**src/hdl/next_smooth_fft_size_defines.svh**
```systemverilog
// Assertion macros used by the top-level RTL file.
`ifndef NEXT_SMOOTH_FFT_SIZE_DEFINES_SVH
`define NEXT_SMOOTH_FFT_SIZE_DEFINES_SVH

// Same-cycle implication, checked at every rising clock edge outside reset.
`define NSS_ASSERT_NOW(lbl, clk, rst, ante, cons, msg) \
   lbl: assert property (@(posedge clk) disable iff (rst) (ante) |-> (cons)) else $error(msg);

// Next-cycle implication, checked at every rising clock edge outside reset.
`define NSS_ASSERT_NEXT(lbl, clk, rst, ante, cons, msg) \
   lbl: assert property (@(posedge clk) disable iff (rst) (ante) |=> (cons)) else $error(msg);

`endif

```
**src/hdl/nss_pkg.sv**
```systemverilog
package nss_pkg;

   localparam int LENGTH_BITS = 16;
   localparam int RADIX_SLOTS = 6;
   localparam int REG_COUNT   = 6;
   localparam int RADIX_W     = 8;
   localparam int REG_IDX_W   = $clog2(REG_COUNT);
   localparam int CSR_INDEX_W = REG_IDX_W;
   localparam int SLOT_W      = ($clog2(RADIX_SLOTS + 1) > $clog2(REG_COUNT + 1)) ?
                                $clog2(RADIX_SLOTS + 1) : $clog2(REG_COUNT + 1);
   localparam int DIV_CNT_W   = $clog2(LENGTH_BITS + 1);
   localparam int USER_W      = 2;
   localparam int USER_BAD    = 0;
   localparam int USER_OOR    = 1;

   typedef logic [LENGTH_BITS-1:0] length_type;
   typedef logic [RADIX_W-1:0]     radix_type;
   typedef radix_type              radix_array_type [REG_COUNT];

   localparam length_type LENGTH_MAX = {LENGTH_BITS{1'b1}};
   localparam radix_type  RADIX_MIN  = radix_type'(2);

   localparam radix_array_type RADIX_RESET = '{
      radix_type'(7), radix_type'(6), radix_type'(5),
      radix_type'(4), radix_type'(3), radix_type'(2)
   };

   typedef struct packed {
      logic       start;
      length_type dividend;
      radix_type  divisor;
   } div_req_type;

   typedef struct packed {
      logic       done;
      length_type quotient;
      logic       rem_zero;
   } div_rsp_type;

   typedef enum logic [4:0] {
      ST_IDLE = 5'b00001,
      ST_CAND = 5'b00010,
      ST_SLOT = 5'b00100,
      ST_DIV  = 5'b01000,
      ST_HOLD = 5'b10000
   } state_type;

endpackage

```
**src/hdl/nss_csr.sv**
```systemverilog
module nss_csr (
   input  logic                              clock,
   input  logic                              reset,
   input  logic                              csr_valid,
   output logic                              csr_ready,
   input  logic [nss_pkg::CSR_INDEX_W-1:0]   csr_index,
   input  logic [nss_pkg::RADIX_W-1:0]       csr_wdata,
   output nss_pkg::radix_array_type          radix
);

   nss_pkg::radix_array_type radix_ff;

   assign csr_ready = 1'b1;
   assign radix     = radix_ff;

   // Drop writes to indexes past the last register.
   always_ff @(posedge clock) begin
      if (reset) begin
         radix_ff <= nss_pkg::RADIX_RESET;
      end else if (csr_valid && (int'(csr_index) < nss_pkg::REG_COUNT)) begin
         radix_ff[csr_index] <= csr_wdata;
      end
   end

endmodule

```
**src/hdl/nss_div.sv**
```systemverilog
module nss_div (
   input  logic                 clock,
   input  logic                 reset,
   input  nss_pkg::div_req_type div_req,
   output nss_pkg::div_rsp_type div_rsp
);

   logic                            busy_ff,  busy_in;
   logic                            done_ff,  done_in;
   logic [nss_pkg::DIV_CNT_W-1:0]   cnt_ff,   cnt_in;
   nss_pkg::length_type             quo_ff,   quo_in;
   nss_pkg::radix_type              rem_ff,   rem_in;
   nss_pkg::radix_type              dvs_ff,   dvs_in;
   logic [nss_pkg::RADIX_W:0]       trial;
   logic [nss_pkg::RADIX_W:0]       diff;
   logic                            fits;

   // One restoring step per cycle: shift in the next dividend bit, subtract if it fits.
   always_comb begin
      trial   = {rem_ff, quo_ff[nss_pkg::LENGTH_BITS-1]};
      fits    = (trial >= {1'b0, dvs_ff});
      diff    = trial - {1'b0, dvs_ff};
      busy_in = busy_ff;
      done_in = 1'b0;
      cnt_in  = cnt_ff;
      quo_in  = quo_ff;
      rem_in  = rem_ff;
      dvs_in  = dvs_ff;
      if (div_req.start) begin
         busy_in = 1'b1;
         cnt_in  = nss_pkg::DIV_CNT_W'(nss_pkg::LENGTH_BITS);
         quo_in  = div_req.dividend;
         rem_in  = '0;
         dvs_in  = div_req.divisor;
      end else if (busy_ff) begin
         quo_in = {quo_ff[nss_pkg::LENGTH_BITS-2:0], fits};
         rem_in = fits ? diff[nss_pkg::RADIX_W-1:0] : trial[nss_pkg::RADIX_W-1:0];
         cnt_in = cnt_ff - 1'b1;
         if (cnt_ff == nss_pkg::DIV_CNT_W'(1)) begin
            busy_in = 1'b0;
            done_in = 1'b1;
         end
      end
   end

   always_ff @(posedge clock) begin
      if (reset) begin
         busy_ff <= 1'b0;
         done_ff <= 1'b0;
         cnt_ff  <= '0;
      end else begin
         busy_ff <= busy_in;
         done_ff <= done_in;
         cnt_ff  <= cnt_in;
      end
   end

   always_ff @(posedge clock) begin
      quo_ff <= quo_in;
      rem_ff <= rem_in;
      dvs_ff <= dvs_in;
   end

   assign div_rsp.done     = done_ff;
   assign div_rsp.quotient = quo_ff;
   assign div_rsp.rem_zero = (rem_ff == '0);

endmodule

```
**src/hdl/next_smooth_fft_size.sv**
```systemverilog
// Next smooth transform length.
// req_ carries a requested length; rsp_ returns the smallest length at or above it
// whose factors all come from the radix list (radix registers in order, ended by a
// value below 2). A zero request returns length 0 with bad_request set; a search
// that runs past the largest length returns all ones with out_of_range set.
// csr_ writes one radix register per word; write only while the block is idle.
// Timing: one request at a time, req_tready is high only while idle. Each
// candidate length passes through ST_CAND and ST_SLOT plus one trial division per
// radix step; each division runs through the shared restoring divider, one quotient
// bit a cycle, and returns to ST_SLOT when done. The number of candidates tried is
// set by the gap to the next smooth length. An empty radix list or a zero request
// goes from idle straight to ST_HOLD without a search.
// The result sits in an output register, so a finished search is parked until
// rsp_tready frees that register; a stalled receiver holds the block in its last
// step. Reset clears the sequencer and output valid and loads the default radix
// list 7, 6, 5, 4, 3, 2.
`include "next_smooth_fft_size_defines.svh"

module next_smooth_fft_size (
   input  logic                              clock,
   input  logic                              reset,
   input  logic                              req_tvalid,
   output logic                              req_tready,
   input  logic [15:0]                       req_tdata,   // [15:0] requested_length
   output logic                              rsp_tvalid,
   input  logic                              rsp_tready,
   output logic [15:0]                       rsp_tdata,   // [15:0] chosen_length
   output logic [1:0]                        rsp_tuser,   // [0] bad_request, [1] out_of_range
   input  logic                              csr_valid,
   output logic                              csr_ready,
   input  logic [nss_pkg::CSR_INDEX_W-1:0]   csr_index,
   input  logic [nss_pkg::RADIX_W-1:0]       csr_wdata
);

   nss_pkg::radix_array_type          radix;
   nss_pkg::div_req_type              div_req;
   nss_pkg::div_rsp_type              div_rsp;

   nss_pkg::state_type                state_ff, state_in;
   nss_pkg::length_type               cand_ff,  cand_in;
   nss_pkg::length_type               rest_ff,  rest_in;
   logic [nss_pkg::SLOT_W-1:0]        slot_ff,  slot_in;
   nss_pkg::length_type               req_ff,   req_in;
   nss_pkg::length_type               res_len_ff, res_len_in;
   logic                              res_bad_ff, res_bad_in;
   logic                              res_oor_ff, res_oor_in;
   nss_pkg::length_type               out_len_ff, out_len_in;
   logic [nss_pkg::USER_W-1:0]        out_user_ff, out_user_in;
   logic                              out_valid_ff, out_valid_in;

   nss_pkg::radix_type                radix_cur;
   logic                              slot_end;
   logic                              req_fire;
   logic                              out_load;

   nss_csr u_csr (
      .clock     (clock),
      .reset     (reset),
      .csr_valid (csr_valid),
      .csr_ready (csr_ready),
      .csr_index (csr_index),
      .csr_wdata (csr_wdata),
      .radix     (radix)
   );

   nss_div u_div (
      .clock   (clock),
      .reset   (reset),
      .div_req (div_req),
      .div_rsp (div_rsp)
   );

   assign req_tready = (state_ff == nss_pkg::ST_IDLE);
   assign req_fire   = req_tvalid && req_tready;
   assign out_load   = (state_ff == nss_pkg::ST_HOLD) && (!out_valid_ff || rsp_tready);

   // Slots past the register file read as end of list.
   always_comb begin
      if (int'(slot_ff) < nss_pkg::REG_COUNT) begin
         radix_cur = radix[slot_ff[nss_pkg::REG_IDX_W-1:0]];
      end else begin
         radix_cur = '0;
      end
      slot_end = (int'(slot_ff) >= nss_pkg::RADIX_SLOTS) || (radix_cur < nss_pkg::RADIX_MIN) ||
                 (rest_ff == nss_pkg::length_type'(1));
   end

   // Sequencer: walk candidates upward, strip each radix with repeated trial divisions.
   always_comb begin
      state_in         = state_ff;
      cand_in          = cand_ff;
      rest_in          = rest_ff;
      slot_in          = slot_ff;
      req_in           = req_ff;
      res_len_in       = res_len_ff;
      res_bad_in       = res_bad_ff;
      res_oor_in       = res_oor_ff;
      div_req.start    = 1'b0;
      div_req.dividend = rest_ff;
      div_req.divisor  = radix_cur;
      case (state_ff)
         nss_pkg::ST_IDLE: begin
            if (req_fire) begin
               req_in     = req_tdata;
               cand_in    = req_tdata;
               res_bad_in = 1'b0;
               res_oor_in = 1'b0;
               if (req_tdata == '0) begin
                  res_len_in = '0;
                  res_bad_in = 1'b1;
                  state_in   = nss_pkg::ST_HOLD;
               end else if (radix[0] < nss_pkg::RADIX_MIN) begin
                  // empty list: nothing is smooth, so the search runs out
                  res_len_in = nss_pkg::LENGTH_MAX;
                  res_oor_in = 1'b1;
                  state_in   = nss_pkg::ST_HOLD;
               end else begin
                  state_in = nss_pkg::ST_CAND;
               end
            end
         end
         nss_pkg::ST_CAND: begin
            rest_in = cand_ff;
            slot_in = '0;
            if (cand_ff < nss_pkg::length_type'(2)) begin
               // length one is never smooth; skip it
               cand_in = cand_ff + 1'b1;
            end else begin
               state_in = nss_pkg::ST_SLOT;
            end
         end
         nss_pkg::ST_SLOT: begin
            if (slot_end) begin
               if (rest_ff == nss_pkg::length_type'(1)) begin
                  res_len_in = cand_ff;
                  state_in   = nss_pkg::ST_HOLD;
               end else if (cand_ff == nss_pkg::LENGTH_MAX) begin
                  res_len_in = nss_pkg::LENGTH_MAX;
                  res_oor_in = 1'b1;
                  state_in   = nss_pkg::ST_HOLD;
               end else begin
                  cand_in  = cand_ff + 1'b1;
                  state_in = nss_pkg::ST_CAND;
               end
            end else begin
               div_req.start = 1'b1;
               state_in      = nss_pkg::ST_DIV;
            end
         end
         nss_pkg::ST_DIV: begin
            if (div_rsp.done) begin
               // exact: keep dividing by this radix; otherwise advance to the next one
               if (div_rsp.rem_zero) begin
                  rest_in = div_rsp.quotient;
               end else begin
                  slot_in = slot_ff + 1'b1;
               end
               state_in = nss_pkg::ST_SLOT;
            end
         end
         nss_pkg::ST_HOLD: begin
            if (out_load) begin
               state_in = nss_pkg::ST_IDLE;
            end
         end
         default: begin
            state_in = nss_pkg::ST_IDLE;
         end
      endcase
   end

   // Output register: load on a finished search, drop when the receiver takes the word.
   always_comb begin
      out_len_in   = out_len_ff;
      out_user_in  = out_user_ff;
      out_valid_in = out_valid_ff && !rsp_tready;
      if (out_load) begin
         out_len_in                    = res_len_ff;
         out_user_in                   = '0;
         out_user_in[nss_pkg::USER_BAD] = res_bad_ff;
         out_user_in[nss_pkg::USER_OOR] = res_oor_ff;
         out_valid_in                  = 1'b1;
      end
   end

   always_ff @(posedge clock) begin
      if (reset) begin
         state_ff     <= nss_pkg::ST_IDLE;
         out_valid_ff <= 1'b0;
      end else begin
         state_ff     <= state_in;
         out_valid_ff <= out_valid_in;
      end
   end

   always_ff @(posedge clock) begin
      cand_ff     <= cand_in;
      rest_ff     <= rest_in;
      slot_ff     <= slot_in;
      req_ff      <= req_in;
      res_len_ff  <= res_len_in;
      res_bad_ff  <= res_bad_in;
      res_oor_ff  <= res_oor_in;
      out_len_ff  <= out_len_in;
      out_user_ff <= out_user_in;
   end

   assign rsp_tvalid = out_valid_ff;
   assign rsp_tdata  = out_len_ff;
   assign rsp_tuser  = out_user_ff;

   `NSS_ASSERT_NOW(a_flags_exclusive, clock, reset, rsp_tvalid,
      !(rsp_tuser[nss_pkg::USER_BAD] && rsp_tuser[nss_pkg::USER_OOR]),
      "both error flags set on one result")
   `NSS_ASSERT_NOW(a_result_not_below_request, clock, reset,
      out_load && !res_bad_ff, res_len_ff >= req_ff,
      "chosen length below requested length")
   `NSS_ASSERT_NOW(a_div_operands, clock, reset, div_req.start,
      (radix_cur >= nss_pkg::RADIX_MIN) && (rest_ff > nss_pkg::length_type'(1)),
      "trial division issued with a spent remainder or an invalid radix")
   `NSS_ASSERT_NEXT(a_div_start_waits, clock, reset, div_req.start,
      state_ff == nss_pkg::ST_DIV,
      "sequencer did not wait for the divider")

endmodule

```
**config.mk**
```make
export PLATFORM = sky130hd
export DESIGN_NAME = next_smooth_fft_size
export DESIGN_NICKNAME = d
export VERILOG_FILES = /design/src/hdl/nss_pkg.sv /design/src/hdl/nss_csr.sv /design/src/hdl/nss_div.sv /design/src/hdl/next_smooth_fft_size.sv
export VERILOG_INCLUDE_DIRS = /design/src /design/src/hdl
export SDC_FILE = /design/constraint.sdc
export NUM_CORES = 1
export LEC_CHECK = 0
export BUFFER_PORTS_ARGS = -buffer_cell sky130_fd_sc_hd__buf_2
export CAP_MARGIN = 20
export CORE_MARGIN = 2
export CORE_UTILIZATION = 60
export CTS_BUF_LIST = sky130_fd_sc_hd__clkbuf_2
export DETAILED_ROUTE_END_ITERATION = 10
export GPL_TIMING_DRIVEN = 0
export PLACE_DENSITY = 0.78
export SYNTH_ARGS = -nofsm -noshare
export SYNTH_HDL_FRONTEND = slang
export SYNTH_SLANG_ARGS = --single-unit
```
**constraint.sdc**
```tcl
create_clock -name clock -period 4.7 [get_ports clock]
set_input_delay 0.47 -clock clock [delete_from_list [all_inputs] [get_ports clock]]
set_output_delay 0.47 -clock clock [all_outputs]
set_load 0.05 [all_outputs]
```
==> results.py <==
metrics = {
    "synth": {
        "yosys_most_used_dff": "edfxtp_1",
        "synth_fp_nets": 775,
        "syn-cell-area_sq_um": 7742,
        "synth-edff-count": 95,
        "synthArstFlopShare_pct": 0,
        "synth_cell_type_count": 66,
        "synth_cells": 730,
        "synth.avg_cell_area_sq_um": 10.61,
        "ys_ff_latch": 164,
        "seq_area_frac_synth_pct": 54.69,
        "ys_warn_count": 0,
    },
    "pwr": {
        "pwr-share-clk_pct": 30.4,
        "total_power_w": 0.002889,
        "p_seq_share_pct": 57.0,
        "leakagePower_nw": 3.328,
        "netSwitchingFraction_pct": 27.71,
        "p_per_area_nw_per_um2": 331.3,
        "intPower_w": 0.002089,
        "ir_drop_mv": 0.2832,
        "combinationalPowerShare_pct": 12.7,
        "p_sw_w": 0.0008007,
    },
    "sta": {
        "max_freq_mhz": 306.0,
        "rsz0062_at_grt": "no",
        "tightest_slew_ns": 1.049,
        "finalHoldViolCount": 0,
        "finalWorstSetupSlack_ns": 1.432,
        "max_slew_margin_pct": 29.84,
        "finalSetupTns_ns": 0,
        "slew_violations": 0,
        "min_period_over_period_pct": 69.54,
        "finalClockSkew_ns": 0.03021,
        "period_needed_ns": 3.268,
        "setup_viol": 0,
    },
    "run": {
        "drv_cap": 0,
    },
    "route": {
        "route.met3.wl_mm": 1.311,
        "num_vias": 5996,
        "drt_iter0_drc": 561,
        "met1_length_mm": 7.631,
        "first_pass_iters": 11,
        "antenna_left": 0,
        "via_per_inst": 5.966,
        "totalWireLength_mm": 17.83,
        "drcViolationCount": 1,
        "post_drt_wl_per_cell_microns": 17.74,
        "highest_layer": "met4",
        "met2WireLength_mm": 8.542,
    },
    "floorplanning": {
        "start_util_pct": 61.35,
        "die_h_microns": 117.6,
        "die_w_microns": 117.6,
        "rows": 41,
        "die_area_sq_um": 13830,
        "top_level_ports": 53,
        "coreArea_sq_um": 12620,
    },
    "global_routing": {
        "grt.total_usage_pct": 26.16,
        "antenna_found_initial": 0,
        "overflow": 0,
        "grt_pass1_vias": 5724,
        "grt_max_degree": 18,
        "grt_pass1_wl_mm": 28.66,
    },
    "min_path": {
        "hp-start": "req_tdata[9]",
        "hold_depth": 3,
        "hold_path_end": "cand_ff[9]$_DFFE_PP_",
        "hold_class": "input port to register",
    },
    "clock_network": {
        "h-tree-depth": 4,
        "cts_buffers": 17,
        "clkSinkCount": 164,
        "postCtsSetupBuffers": 0,
        "clk_pin_slew_ns": 0.23,
        "clock-root-buffer": "clkbuf_2",
        "cts-resized-gates": 0,
        "cts-hold-fix-buffers": 18,
        "clkLatencyLatePin_ns": 0.75,
        "cts_tree": "yes",
        "ctsLongestPathBuffers": 2,
    },
    "critical_path": {
        "cpPeakStageDelay_ns": 0.75,
        "critPathLaunchType": "register",
        "worst_setup_path_end_kind": "register",
        "worstSetupPathType": "register to register",
        "path_cells": "buf_6 > mux2i_1 > o21ai_0 > a222oi_1 > o211a_1 > nor2_1 > o32ai_2 > buf_6",
        "crit_path_frequent_cell": "buf_6",
        "worst_path_max_delay_cell": "o32ai_2",
        "crit_required_ns": 5.19,
        "cp_data_arrival_time_ns": 3.76,
        "reg2reg_slack_ns": 1.43,
        "reg2reg_to": "cand_ff[10]$_DFFE_PP_",
        "critPathMaxFanout": 10,
        "r2r-start": "slot_ff[0]$_SDFFCE_PN0P_",
        "r2r.worst_path.cells": 8,
    },
    "finish": {
        "final_common_cell": "nand2_1",
        "layout-drive-gt1-share_pct": 15.25,
        "layout.cells.non_filler": 1005,
        "area_delta_synth_final_pct": 12.65,
        "most-common-layout-cells": "nand2_1 (150), edfxtp_1 (95), dfxtp_1 (69), buf_2 (51), nor2_1 (44)",
        "num-nets-final": 865,
        "n_antenna_cell": 0,
        "n_fill_cell": 982,
    },
    "placement": {
        "port_buffers": 48,
        "placedCellCount": 953,
        "preCtsSetupSlack_ns": 1.477,
        "dp_hpwl_mm": 12.52,
        "finalWeightedCongestion": 0.9662,
    },
    "outcome": {
        "violations": "design-rule violations",
        "status": "finished with violations",
    },
}
through the flow:
step | util (%) | hold WS, ns | area, sq um
after floorplan | - | 0.4003 | 7742
after global placement | 64.96 | 0.4030 | 8198
after detailed placement | 65.26 | 0.4052 | 8235
after CTS | 68.96 | 0.0009787 | 8702
after global routing | 69.12 | 0.004053 | 8722
final | 69.12 | 0.03584 | 8722
Yosys cell counts (3+ instances only):
cell      count  area (sq um)
nor2b_1       9         56.30
nand3_1      17         85.08
nand3b_1     12         90.09
a211oi_1      3         22.52
nor4_1       17         106.4
ha_1         12         150.1
o22ai_1       4         25.02
nor3b_1       3         22.52
mux2_4       13         195.2
buf_6         4         45.04
inv_1        19         71.32
nor2_1       44         165.2
nor3_1       14         70.07
nand2b_1      5         31.28
o21a_1       21         157.7
and2_1        3         18.77
clkbuf_1     27         101.4
o21ai_0      28         140.1
and3b_1       3         26.28
edfxtp_1     95          2853
nand2_1     150         563.0
buf_2         3         15.01
nand4_1       6         37.54
mux2i_1      26         260.3
and4_1        3         26.28
o41ai_1       3         26.28
a31oi_1       3         18.77
a21oi_1      37         185.2
dfxtp_1      69          1381
xor2_1       12         105.1
and3_1        3         18.77
xnor2_1       9         78.83
mux4_2        5         112.6
a211o_1       6         52.55
mux2_2        7         78.83
power groups by stage:
stage	Sequential, W	Clock, W	Combinational [W]
final	0.00165	0.000877	0.000367
after global routing	0.00165	0.000948	0.000404
after CTS	0.00164	0.000884	0.000358
after detailed placement	0.00167	0	0.000346
after global placement	0.00167	0	0.000330
after floorplan	0.00165	0	0.000254
area by class of cell:
class                           count  area, sq um  area share, %
Tap cell                          172        215.2          2.467
Buffer                             36        172.7          1.980
Clock buffer                       17        85.08         0.9755
Sequential cell                   164         4234          48.54
Timing Repair Buffer               71        470.5          5.394
Multi-Input combinational cell    510         3268          37.47
Clock inverter                     15        201.4          2.310
Inverter                           20        75.07         0.8607
state kept, by name, indices dropped and copies added (netlist names), 2 cells and up:
name and flops:
cand_ff 16, res_len_ff 16, rest_ff 16, rsp_tdata 16, rsp_tuser 2, slot_ff 3
state_ff 5, u_csr.radix 48, u_div.cnt_ff 5, u_div.dvs_ff 8, u_div.quo_ff 16, u_div.rem_ff 8
worst max path at each step:
stage / startpoint / end / slack (ns)
2_1_floorplan: slot_ff[0]$_SDFFCE_PN0P_ / cand_ff[0]$_DFFE_PP_ / 1.30
3_3_place_gp: slot_ff[0]$_SDFFCE_PN0P_ / cand_ff[9]$_DFFE_PP_ / 0.47
3_5_place_dp: slot_ff[0]$_SDFFCE_PN0P_ / cand_ff[4]$_DFFE_PP_ / 1.48
4_1_cts: slot_ff[0]$_SDFFCE_PN0P_ / cand_ff[7]$_DFFE_PP_ / 1.44
5_1_grt: slot_ff[0]$_SDFFCE_PN0P_ / cand_ff[10]$_DFFE_PP_ / 1.27
6_report: slot_ff[0]$_SDFFCE_PN0P_ / cand_ff[10]$_DFFE_PP_ / 1.43
logic make-up (layout without fill, tap and decap cells):
family,Yosys count,count (layout),share of synthesized area (%)
flip-flops,164,164,54.69
AND/OR/NAND/NOR,299,299,18.20
other,1,1,0.04843
AO/OA/AOI/OAI,124,124,10.60
buffers and inverters,56,159,3.200
multiplexers,52,52,8.694
XOR/XNOR,21,21,2.376
adder cells (fa/ha/maj),13,13,2.198
per-layer routing:
metal  GRT usage (%)  vias to the layer above
met5               0                        -
met4           8.660                        0
met3           6.395                       42
met2           41.48                      279
met1           35.57                     2871
li1                -                     2804
worst max-delay path: cells and delay by family (launching register included):
kind / cells / cell delay [ns]
and+or+nand+nor: 1 / 0.13
buffers and inverters: 2 / 0.47
DFF: 1 / 0.55
AOI/OAI and AO/OA: 4 / 1.57
muxes: 1 / 0.30
(Power assumes the default switching activity.)
